## src/rtl/pkthdr_pkg.sv

```systemverilog
`default_nettype none

package pkthdr_pkg;

   localparam int MaxBytes = 6;
   localparam int CountWidth = $clog2(MaxBytes + 1);

   localparam logic [1:0] MODE_FIXED   = 2'd0;
   localparam logic [1:0] MODE_BLOCK   = 2'd1;
   localparam logic [1:0] MODE_PARTIAL = 2'd2;

   typedef logic [MaxBytes-1:0][7:0] bytes_type;

   typedef struct packed {
      bytes_type               bytes;
      logic [CountWidth-1:0]   count;
      logic [1:0]              mode;
      logic                    status;
   } header_type;

endpackage

`default_nettype wire

```

## src/rtl/packet_header_encoder_top.sv

```systemverilog
`default_nettype none

// Packet header encoder. Each item accepted on start (while busy is low) is a
// packet description, and its header leaves as one to six bytes, one byte per
// clock cycle on consecutive cycles, each marked by rsp_valid for exactly one
// cycle, with rsp_last_byte and rsp_stream_mode on the final byte. The receiver
// cannot stall, so every byte must be taken in the cycle it is shown. An item
// occupies the byte shift register until its bytes are out; busy drops during
// the cycle that moves the last byte out, so the next item is accepted then
// and its first byte follows directly. The first byte passes through the shift
// register and then the output register before it reaches the result ports.

module packet_header_encoder_top (
   input  wire logic        clock,
   input  wire logic        reset,
   input  wire logic        start,
   output logic             busy,
   input  wire logic [5:0]  req_packet_tag,
   input  wire logic        req_new_format,
   input  wire logic [31:0] req_body_length,
   input  wire logic [2:0]  req_length_hint,
   input  wire logic        req_block_enable,
   input  wire logic        req_legacy_sig_form,
   output logic             rsp_valid,
   output logic [7:0]       rsp_header_byte,
   output logic             rsp_last_byte,
   output logic [1:0]       rsp_stream_mode,
   output logic             rsp_status
);

   pkthdr_pkg::header_type header;
   logic                   load;

   assign load = start && !busy;

   pkthdr_encode u_encode (
      .req_packet_tag      (req_packet_tag),
      .req_new_format      (req_new_format),
      .req_body_length     (req_body_length),
      .req_length_hint     (req_length_hint),
      .req_block_enable    (req_block_enable),
      .req_legacy_sig_form (req_legacy_sig_form),
      .header              (header)
   );

   pkthdr_serializer u_serializer (
      .clock           (clock),
      .reset           (reset),
      .load            (load),
      .header          (header),
      .busy            (busy),
      .rsp_valid       (rsp_valid),
      .rsp_header_byte (rsp_header_byte),
      .rsp_last_byte   (rsp_last_byte),
      .rsp_stream_mode (rsp_stream_mode),
      .rsp_status      (rsp_status)
   );

endmodule

`default_nettype wire

```

## src/rtl/pkthdr_encode.sv

```systemverilog
`default_nettype none

module pkthdr_encode (
   input  wire logic [5:0]         req_packet_tag,
   input  wire logic               req_new_format,
   input  wire logic [31:0]        req_body_length,
   input  wire logic [2:0]         req_length_hint,
   input  wire logic               req_block_enable,
   input  wire logic               req_legacy_sig_form,
   output pkthdr_pkg::header_type  header
);

   localparam logic [1:0] LTYPE_ONE   = 2'd0;
   localparam logic [1:0] LTYPE_TWO   = 2'd1;
   localparam logic [1:0] LTYPE_FOUR  = 2'd2;
   localparam logic [1:0] LTYPE_INDET = 2'd3;

   localparam logic [7:0] TAG_LEGACY = 8'h89;
   localparam logic [7:0] TAG_NEW    = 8'hc0;
   localparam logic [7:0] TAG_OLD    = 8'h80;

   logic        len_zero;
   logic        len_lt_192;
   logic        len_lt_8384;
   logic        len_lt_256;
   logic        len_lt_65536;
   logic [12:0] two_rem;
   logic [1:0]  ltype;

   assign len_zero     = (req_body_length == 32'd0);
   assign len_lt_192   = (req_body_length < 32'd192);
   assign len_lt_8384  = (req_body_length < 32'd8384);
   assign len_lt_256   = (req_body_length < 32'd256);
   assign len_lt_65536 = (req_body_length < 32'd65536);
   assign two_rem      = req_body_length[12:0] - 13'd192;

   always_comb begin
      priority if (len_zero) begin
         ltype = LTYPE_INDET;
      end else if (req_length_hint != 3'd0) begin
         priority if (req_length_hint == 3'd2 && len_lt_256) begin
            ltype = LTYPE_ONE;
         end else if (req_length_hint == 3'd3 && len_lt_65536) begin
            ltype = LTYPE_TWO;
         end else begin
            ltype = LTYPE_FOUR;
         end
      end else if (len_lt_256) begin
         ltype = LTYPE_ONE;
      end else if (len_lt_65536) begin
         ltype = LTYPE_TWO;
      end else begin
         ltype = LTYPE_FOUR;
      end
   end

   always_comb begin
      header.bytes  = '0;
      header.count  = pkthdr_pkg::CountWidth'(1);
      header.mode   = pkthdr_pkg::MODE_FIXED;
      header.status = 1'b0;
      priority if (req_legacy_sig_form) begin
         header.bytes[0] = TAG_LEGACY;
         header.bytes[1] = req_body_length[15:8];
         header.bytes[2] = req_body_length[7:0];
         header.count    = pkthdr_pkg::CountWidth'(3);
      end else if (req_new_format || req_packet_tag[5:4] != 2'b00) begin
         header.status   = (req_length_hint != 3'd0);
         header.bytes[0] = TAG_NEW | {2'b00, req_packet_tag};
         priority if (len_zero) begin
            header.mode = pkthdr_pkg::MODE_PARTIAL;
         end else if (len_lt_192) begin
            header.bytes[1] = req_body_length[7:0];
            header.count    = pkthdr_pkg::CountWidth'(2);
         end else if (len_lt_8384) begin
            header.bytes[1] = {3'b110, two_rem[12:8]};
            header.bytes[2] = two_rem[7:0];
            header.count    = pkthdr_pkg::CountWidth'(3);
         end else begin
            header.bytes[1] = 8'hff;
            header.bytes[2] = req_body_length[31:24];
            header.bytes[3] = req_body_length[23:16];
            header.bytes[4] = req_body_length[15:8];
            header.bytes[5] = req_body_length[7:0];
            header.count    = pkthdr_pkg::CountWidth'(6);
         end
      end else begin
         header.bytes[0] = TAG_OLD | {2'b00, req_packet_tag[3:0], ltype};
         unique case (ltype)
            LTYPE_INDET: begin
               if (req_block_enable) begin
                  header.mode = pkthdr_pkg::MODE_BLOCK;
               end
            end
            LTYPE_ONE: begin
               header.bytes[1] = req_body_length[7:0];
               header.count    = pkthdr_pkg::CountWidth'(2);
            end
            LTYPE_TWO: begin
               header.bytes[1] = req_body_length[15:8];
               header.bytes[2] = req_body_length[7:0];
               header.count    = pkthdr_pkg::CountWidth'(3);
            end
            default: begin
               header.bytes[1] = req_body_length[31:24];
               header.bytes[2] = req_body_length[23:16];
               header.bytes[3] = req_body_length[15:8];
               header.bytes[4] = req_body_length[7:0];
               header.count    = pkthdr_pkg::CountWidth'(5);
            end
         endcase
      end
   end

endmodule

`default_nettype wire

```

## src/rtl/pkthdr_serializer.sv

```systemverilog
`default_nettype none

module pkthdr_serializer (
   input  wire logic                    clock,
   input  wire logic                    reset,
   input  wire logic                    load,
   input  wire pkthdr_pkg::header_type  header,
   output logic                         busy,
   output logic                         rsp_valid,
   output logic [7:0]                   rsp_header_byte,
   output logic                         rsp_last_byte,
   output logic [1:0]                   rsp_stream_mode,
   output logic                         rsp_status
);

   localparam int CW = pkthdr_pkg::CountWidth;

   pkthdr_pkg::bytes_type shift_ff, shift_in;
   logic [CW-1:0]         cnt_ff, cnt_in;
   logic [1:0]            mode_ff, mode_in;
   logic                  status_ff, status_in;
   logic                  valid_ff;
   logic [7:0]            byte_ff;
   logic                  last_ff;
   logic [1:0]            omode_ff;
   logic                  ostatus_ff;
   logic                  emitting;

   assign emitting = (cnt_ff != '0);
   assign busy     = (cnt_ff > CW'(1));

   always_comb begin
      shift_in  = shift_ff;
      cnt_in    = cnt_ff;
      mode_in   = mode_ff;
      status_in = status_ff;
      if (load) begin
         shift_in  = header.bytes;
         cnt_in    = header.count;
         mode_in   = header.mode;
         status_in = header.status;
      end else if (emitting) begin
         for (int i = 0; i < pkthdr_pkg::MaxBytes - 1; i++) begin
            shift_in[i] = shift_ff[i + 1];
         end
         shift_in[pkthdr_pkg::MaxBytes - 1] = 8'h00;
         cnt_in = cnt_ff - CW'(1);
      end
   end

   always_ff @(posedge clock) begin
      shift_ff   <= shift_in;
      mode_ff    <= mode_in;
      status_ff  <= status_in;
      byte_ff    <= shift_ff[0];
      last_ff    <= (cnt_ff == CW'(1));
      omode_ff   <= (cnt_ff == CW'(1)) ? mode_ff : pkthdr_pkg::MODE_FIXED;
      ostatus_ff <= status_ff;
      if (reset) begin
         cnt_ff   <= '0;
         valid_ff <= 1'b0;
      end else begin
         cnt_ff   <= cnt_in;
         valid_ff <= emitting;
      end
   end

   assign rsp_valid       = valid_ff;
   assign rsp_header_byte = byte_ff;
   assign rsp_last_byte   = last_ff;
   assign rsp_stream_mode = omode_ff;
   assign rsp_status      = ostatus_ff;

endmodule

`default_nettype wire

```

## config.mk

```make
export PLATFORM = sky130hd
export DESIGN_NAME = packet_header_encoder_top
export DESIGN_NICKNAME = d
export VERILOG_FILES = /design/src/rtl/pkthdr_pkg.sv /design/src/rtl/packet_header_encoder_top.sv /design/src/rtl/pkthdr_encode.sv /design/src/rtl/pkthdr_serializer.sv
export SDC_FILE = /design/constraint.sdc
export NUM_CORES = 1
export LEC_CHECK = 0
export ABC_AREA = 1
export BUFFER_PORTS_ARGS = -buffer_cell sky130_fd_sc_hd__buf_4
export CORE_ASPECT_RATIO = 1.4
export CORE_MARGIN = 1
export CORE_UTILIZATION = 55
export DETAILED_ROUTE_END_ITERATION = 6
export GPL_ROUTABILITY_DRIVEN = 0
export GPL_TIMING_DRIVEN = 0
export HOLD_SLACK_MARGIN = 0.06
export PLACE_DENSITY = 0.88
export SYNTH_ARGS = -nofsm -noshare
export SYNTH_HDL_FRONTEND = slang
export SYNTH_SLANG_ARGS = --single-unit
```

## constraint.sdc

```tcl
create_clock -name clock -period 8.5 [get_ports clock]
set_clock_uncertainty 0.05 [all_clocks]
set_input_delay 0.425 -clock clock [delete_from_list [all_inputs] [get_ports clock]]
set_output_delay 0.425 -clock clock [all_outputs]
set_load 0.03 [all_outputs]
```

=== After elaboration in Yosys (flattened, before gate mapping) ===
Index checks and enable logic that the tools add are counted.

* Word-level logic and storage cells: 71
* Output and inout port bits: 14
* Input bits: 47
* Register bits after elaboration: 67

* Order comparisons: 5
* Bitwise logic cells: 1
* Muxes and demuxes: 30
* Add/subtract/negate cells: 2
* Eq/ne operators: 5
* Reduce and logical (&&, ||, !) cells: 14

{| class="wikitable"
|+ Operators by type and width
! kind !! count
|-
| 2-to-1 mux 48 bit || 2
|-
| 2-to-1 mux 16 bit || 3
|-
| 2-to-1 mux 24 bit || 2
|-
| 2-to-1 mux 45 bit || 1
|-
| 2-to-1 mux 40 bit || 1
|-
| zero test 32 bit || 1
|-
| < comparator 32 x 14 -> 1 bit (second input constant) || 1
|-
| < comparator 32 x 17 -> 1 bit (second input constant) || 1
|-
| < comparator 32 x 8 -> 1 bit (second input constant) || 1
|-
| < comparator 32 x 9 -> 1 bit (second input constant) || 1
|-
| 2-to-1 mux 32 bit || 1
|-
| 2-to-1 mux 27 bit || 1
|-
| one-hot mux 8 bit (3 select lines) || 1
|-
| 2-to-1 mux 8 bit || 2
|-
| one-hot mux 8 bit (2 select lines) || 1
|-
| 2-to-1 mux 3 bit || 5
|-
| 2-to-1 mux 2 bit || 7
|-
| subtractor 13 x 8 -> 13 bit (second input constant) || 1
|-
| one-hot mux 3 bit (3 select lines) || 1
|-
| equality test 3 x 2 -> 1 bit (second input constant) || 2
|-
| nonzero test 3 bit || 2
|-
| nonzero test 2 bit || 2
|-
| OR reduction 2 bit || 2
|-
| equality test 3 x 1 -> 1 bit (second input constant) || 1
|-
| other kinds (11) || 14
|}

=== Logic depth before layout (Yosys ltp) ===
* Depth after elaboration: 12
* Depth in mapped cells: 14

=== Hierarchy ===
A second synthesis with hierarchy kept.

* Cell total of the unflattened synthesis: 582
* Area total of the unflattened synthesis: 4346.7 µm²

{| class="wikitable"
|+ Modules (own cells, without submodules)
! module !! times used !! area each (µm²) !! seq. area each (µm²) !! cells an instance
|-
| pkthdr_serializer || 1 || 2623.8 || 1851.8 || 246
|-
| pkthdr_encode || 1 || 1712.9 || 0.0 || 334
|-
| packet_header_encoder_top || 1 || 10.0 || 0.0 || 2
|}

=== Least setup slack after synthesis ===
No wires, ideal clock.

* Path type: flip-flop to flip-flop
* Start: register u_serializer.cnt_ff[1]
* End: register u_serializer.cnt_ff[1]
* Buffers on the path: 1
* Data arrival time: 2.894 ns
* Cell stages (with the launch flop): 10
* Setup time: 0.185 ns
* Slack: 5.371 ns
* Path through: dfxtp_1 > inv_1 > ha_1 > nand2_1 > o31ai_1 > nand2_1 > buf_2 > nand3_1 > o21ai_0 > a21oi_1

* Cells in the longest elaborated chain, start to end: 4
* Elaborated cells on any way between the ends: 8

{| class="wikitable"
|+ RTL lines
! element !! line !! source
|-
| start: declaration || pkthdr_serializer.sv:19 || <nowiki>logic [CW-1:0] cnt_ff, cnt_in;</nowiki>
|-
| start signal: assignment || pkthdr_serializer.sv:63 || <nowiki>cnt_ff <= cnt_in;</nowiki>
|-
| > comparator 3 x 1 -> 1 bit || pkthdr_serializer.sv:30 || <nowiki>assign busy = (cnt_ff > CW'(1));</nowiki>
|-
| zero test 1 bit || packet_header_encoder_top.sv:34 || <nowiki>assign load = start && !busy;</nowiki>
|-
| logical AND 1 bit || packet_header_encoder_top.sv:34 ||
|-
| 2-to-1 mux 3 bit or nonzero test 2 bit (tied branches) || n/a ||
|}

Parallel ways exist; a longest one is shown, timed or not. The select of a mux whose other input is x is not followed.
A chain may end at the register's enable or synchronous reset.

=== Worst setup path after layout ===
Same ends and word-level chain as after synthesis.

==> impl_summary.log <==
INFO  metric critPathBufInv = 3
INFO  metric final_layout_size_suffix_gt1_frac = 0.216
INFO  metric min_period_over_period = 0.326
INFO  metric route.detailed.drc = 1
INFO  metric synth_seq_cells = 67
INFO  metric cp_capture_type = flip-flop
INFO  metric starting_density_of_the_core = 0.579
INFO  metric post_synth_instance_area = 3880 um2
INFO  metric avgRoutedWirePerCell = 17.6 um
INFO  metric violations = design-rule violations
INFO  metric antenna_found_initial = 0
INFO  metric finish.net_count = 594
INFO  metric final.hold.worst_slack = 0.179 ns
INFO  metric finalMaxSlewViolations = 0
INFO  metric timing_worst_slew_pin_value = 0.750 ns
INFO  metric worstHoldPathCells = 2
INFO  metric global_route.peak_usage_layer = met2
INFO  metric grt_usage = 0.330
INFO  metric layout.cells.most_common_list = sky130_fd_sc_hd__nand2_1 (90), sky130_fd_sc_hd__buf_4 (61), sky130_fd_sc_hd__inv_1 (55), sky130_fd_sc_hd__nor2_1 (55), sky130_fd_sc_hd__edfxtp_1 (51)
INFO  metric dr.first_iter.drc_count = 487
INFO  metric max-vdd-ir-drop = 0.168 mV
INFO  metric clock-sinks = 67
INFO  metric leakage = 2.10 nW
INFO  metric dr_total_vias = 3768
INFO  metric die-area = 7400 um2
INFO  metric number_of_global_route_vias_before_repair = 3723
INFO  metric insertion_delay = 0.35 ns
INFO  metric post_synth_inst_count = 470
INFO  metric placement.io_buffers = 60
INFO  metric core-area = 6700 um2
INFO  metric share_of_the_yosys_chip_area_belonging_to_registers = 0.477
INFO  metric final.setup.tns = 0 ns
INFO  metric grtUsageMet2 = 0.540
INFO  metric critical_path.max_fanout = 27
INFO  metric post_cts_resize_count = 0
INFO  metric hold_violations = 0
INFO  metric diodes = 0
INFO  metric worstHoldEndpoint = u_serializer.rsp_valid
INFO  metric floorplan.io_pins = 61
INFO  metric grt_max_degree = 28
INFO  metric start_kind = flip-flop
INFO  metric dieHeight = 101 um
INFO  metric area_growth_syn_to_layout = 21.0%
INFO  metric hp-class = in -> reg
INFO  metric htree_levels = 3
INFO  metric worstPathArrival = 2.96 ns
INFO  metric slew_headroom = 0.500
INFO  metric routed_wl = 11200 um
INFO  metric cap_violations = 0
INFO  metric cts-buffers-inserted = 9
INFO  metric critical_path_required = 8.69 ns
INFO  metric clock_tree.root_cell = sky130_fd_sc_hd__clkbuf_8
INFO  metric cts_buffer_depth = 2
INFO  metric numPlacedInstances = 623
INFO  metric clock_period_minus_final_worst_setup_slack = 2.77 ns
INFO  metric drt-pass1-iter-count = 7
INFO  metric worst-r2r-cell-count = 10
INFO  metric synth.lib_cells_used.distinct = 40
INFO  metric most_common_cell_after_layout_fill_and_taps_aside = sky130_fd_sc_hd__nand2_1
INFO  metric final_cell_count_no_fill = 639
INFO  metric syn_nets = 522
INFO  metric hold_path_startpoint = reset
INFO  metric clk_pin_slew_worst_paths = 0.08 ns
INFO  metric use_met3 = 0.0736
INFO  metric tritoncts_clock_tree = done
INFO  metric maxClockFrequency = 361 MHz
INFO  metric antenna_left = 0
INFO  metric yosysWarnings = 0
INFO  metric detail_route.vias_per_cell = 5.90
INFO  metric worst_path_dominant_cell_family = simple AND/OR/NAND/NOR gates
INFO  metric crit-reg2reg-launch = u_serializer.cnt_ff[1]
INFO  metric cellPowerDensity = 307 nW/um2
INFO  metric total_power = 0.00144 W
INFO  metric sequence_of_cells_on_the_critical_path = inv_1 > ha_1 > nand2_1 > o31ai_1 > nand2_1 > buf_2 > nand3_2 > buf_16 > o21ai_0 > a21oi_1
INFO  metric cts_hold_buffers = 0
INFO  metric floorplan.die.width = 73.0 um
INFO  metric rows = 35
INFO  metric grt_overflow_total = 0
INFO  metric reg2reg_setup_slack = 5.73 ns
INFO  metric grt_setup_unrepaired = false
INFO  metric critPathMaxStageDelay = 0.62 ns
INFO  metric nFillCells = 534
INFO  metric worstReg2RegEnd = u_serializer.cnt_ff[1]
INFO  metric kind_of_critical_path = reg -> reg
INFO  metric dp.final_hpwl = 8050 um
INFO  metric status = finished, violations left
INFO  metric final-setup-viol-count = 0
INFO  metric grt_first_pass_wirelength = 18000 um
INFO  metric critical-path-slowest-cell = sky130_fd_sc_hd__nand3_2
INFO  metric syn-mean-instance-area = 8.25 um2
INFO  metric cts_post_setup_buffers_inserted = 0
INFO  metric cpMostUsedCell = sky130_fd_sc_hd__nand2_1
INFO  metric post-route-util = 0.700
INFO  metric grt_use_met1 = 0.383
==> worst max path at each step <==
| stage | from | to | slack, ns | cells after the start |
|---|---|---|---|---|
| 6_report | u_serializer.cnt_ff[1] | u_serializer.cnt_ff[1] | 5.73 | 10 |
| 3_5_place_dp | u_serializer.cnt_ff[1] | u_serializer.cnt_ff[1] | 5.74 | 10 |
| 3_3_place_gp | u_serializer.cnt_ff[1] | u_serializer.cnt_ff[1] | 4.54 | 9 |
| 2_1_floorplan | u_serializer.cnt_ff[1] | u_serializer.cnt_ff[1] | 5.37 | 9 |
| 4_1_cts | u_serializer.cnt_ff[1] | u_serializer.cnt_ff[1] | 5.73 | 10 |
| 5_1_grt | u_serializer.cnt_ff[1] | u_serializer.cnt_ff[1] | 5.55 | 10 |
==> power by group <==
| part | internal (W) | switching (W) |
|---|---|---|
| sequential | 0.000577 | 0.0000448 |
| combinational | 0.000179 | 0.000345 |
| clock | 0.000165 | 0.000130 |
==> synth_stat cells, drive strengths merged <==
master | number | share of area
ha | 5 | 0.016
buf | 12 | 0.019
a22oi | 1 | 0.0019
nor3 | 3 | 0.0065
inv | 58 | 0.056
nand3 | 43 | 0.058
o31ai | 1 | 0.0019
o21ai | 27 | 0.035
nor2 | 64 | 0.073
o211ai | 9 | 0.017
o21a | 1 | 0.0019
nand4 | 6 | 0.011
dfxtp | 16 | 0.083
clkinv | 3 | 0.0032
xor2 | 2 | 0.0045
o21bai | 8 | 0.018
or2 | 1 | 0.0016
o221ai | 8 | 0.018
nor3b | 1 | 0.0019
xnor2 | 1 | 0.0023
clkbuf | 3 | 0.0029
edfxtp | 51 | 0.39
o22ai | 2 | 0.0032
nand2 | 98 | 0.11
a21oi | 46 | 0.062
==> through the flow <==
| step | worst slack, ns | cell area, um2 |
|---|---|---|
| 5_1_grt | 5.55 | 4690 |
| 4_1_cts | 5.73 | 4690 |
| 3_3_place_gp | 4.54 | 4440 |
| 3_5_place_dp | 5.74 | 4480 |
| 2_1_floorplan | 5.37 | 3880 |
| 6_report | 5.73 | 4690 |
==> per-layer routing <==
layer / routed length (um) / part of all wire / vias up
li1: - / - / 1733
met1: 3990 / 0.35 / 1674
met2: 5280 / 0.47 / 274
met3: 1220 / 0.11 / 87
met4: 750 / 0.067 / 0
met5: 0 / 0 / -
==> state kept, by name, summed over array words and instances, names as in the netlist <==
name                          cells
u_serializer.rsp_valid            1
u_serializer.shift_ff            48
u_serializer.rsp_last_byte        1
u_serializer.rsp_stream_mode      2
u_serializer.cnt_ff               3
u_serializer.status_ff            1
u_serializer.rsp_header_byte      8
u_serializer.mode_ff              2
u_serializer.rsp_status           1
==> logic make-up after synthesis <==
logic type	Yosys count	share of synthesized area
flops	67	0.477
buf+inv	76	0.0810
xor+xnor	3	0.00678
simple gates	216	0.259
compound gates	103	0.160
fa+ha+maj	5	0.0161
==> worst reg2reg max path, cell delays in order, from the launching register on <==
cell                      delay [ns]
sky130_fd_sc_hd__dfxtp_1        0.35
sky130_fd_sc_hd__inv_1          0.08
sky130_fd_sc_hd__ha_1           0.19
sky130_fd_sc_hd__nand2_1        0.13
sky130_fd_sc_hd__o31ai_1        0.11
sky130_fd_sc_hd__nand2_1        0.19
sky130_fd_sc_hd__buf_2          0.30
sky130_fd_sc_hd__nand3_2        0.63
sky130_fd_sc_hd__buf_16         0.43
sky130_fd_sc_hd__o21ai_0        0.17
sky130_fd_sc_hd__a21oi_1        0.05
==> final cells by class <==
class	count	area [um2]	area share
Buffer	15	83.8	0.0179
Clock buffer	9	124	0.0264
Clock inverter	7	91.3	0.0195
Inverter	61	230	0.0491
Multi-Input combinational cell	327	1720	0.366
Sequential cell	67	1850	0.395
Tap cell	92	115	0.0245
Timing Repair Buffer	61	478	0.102
Note: power is estimated with default switching activity, not from simulation.
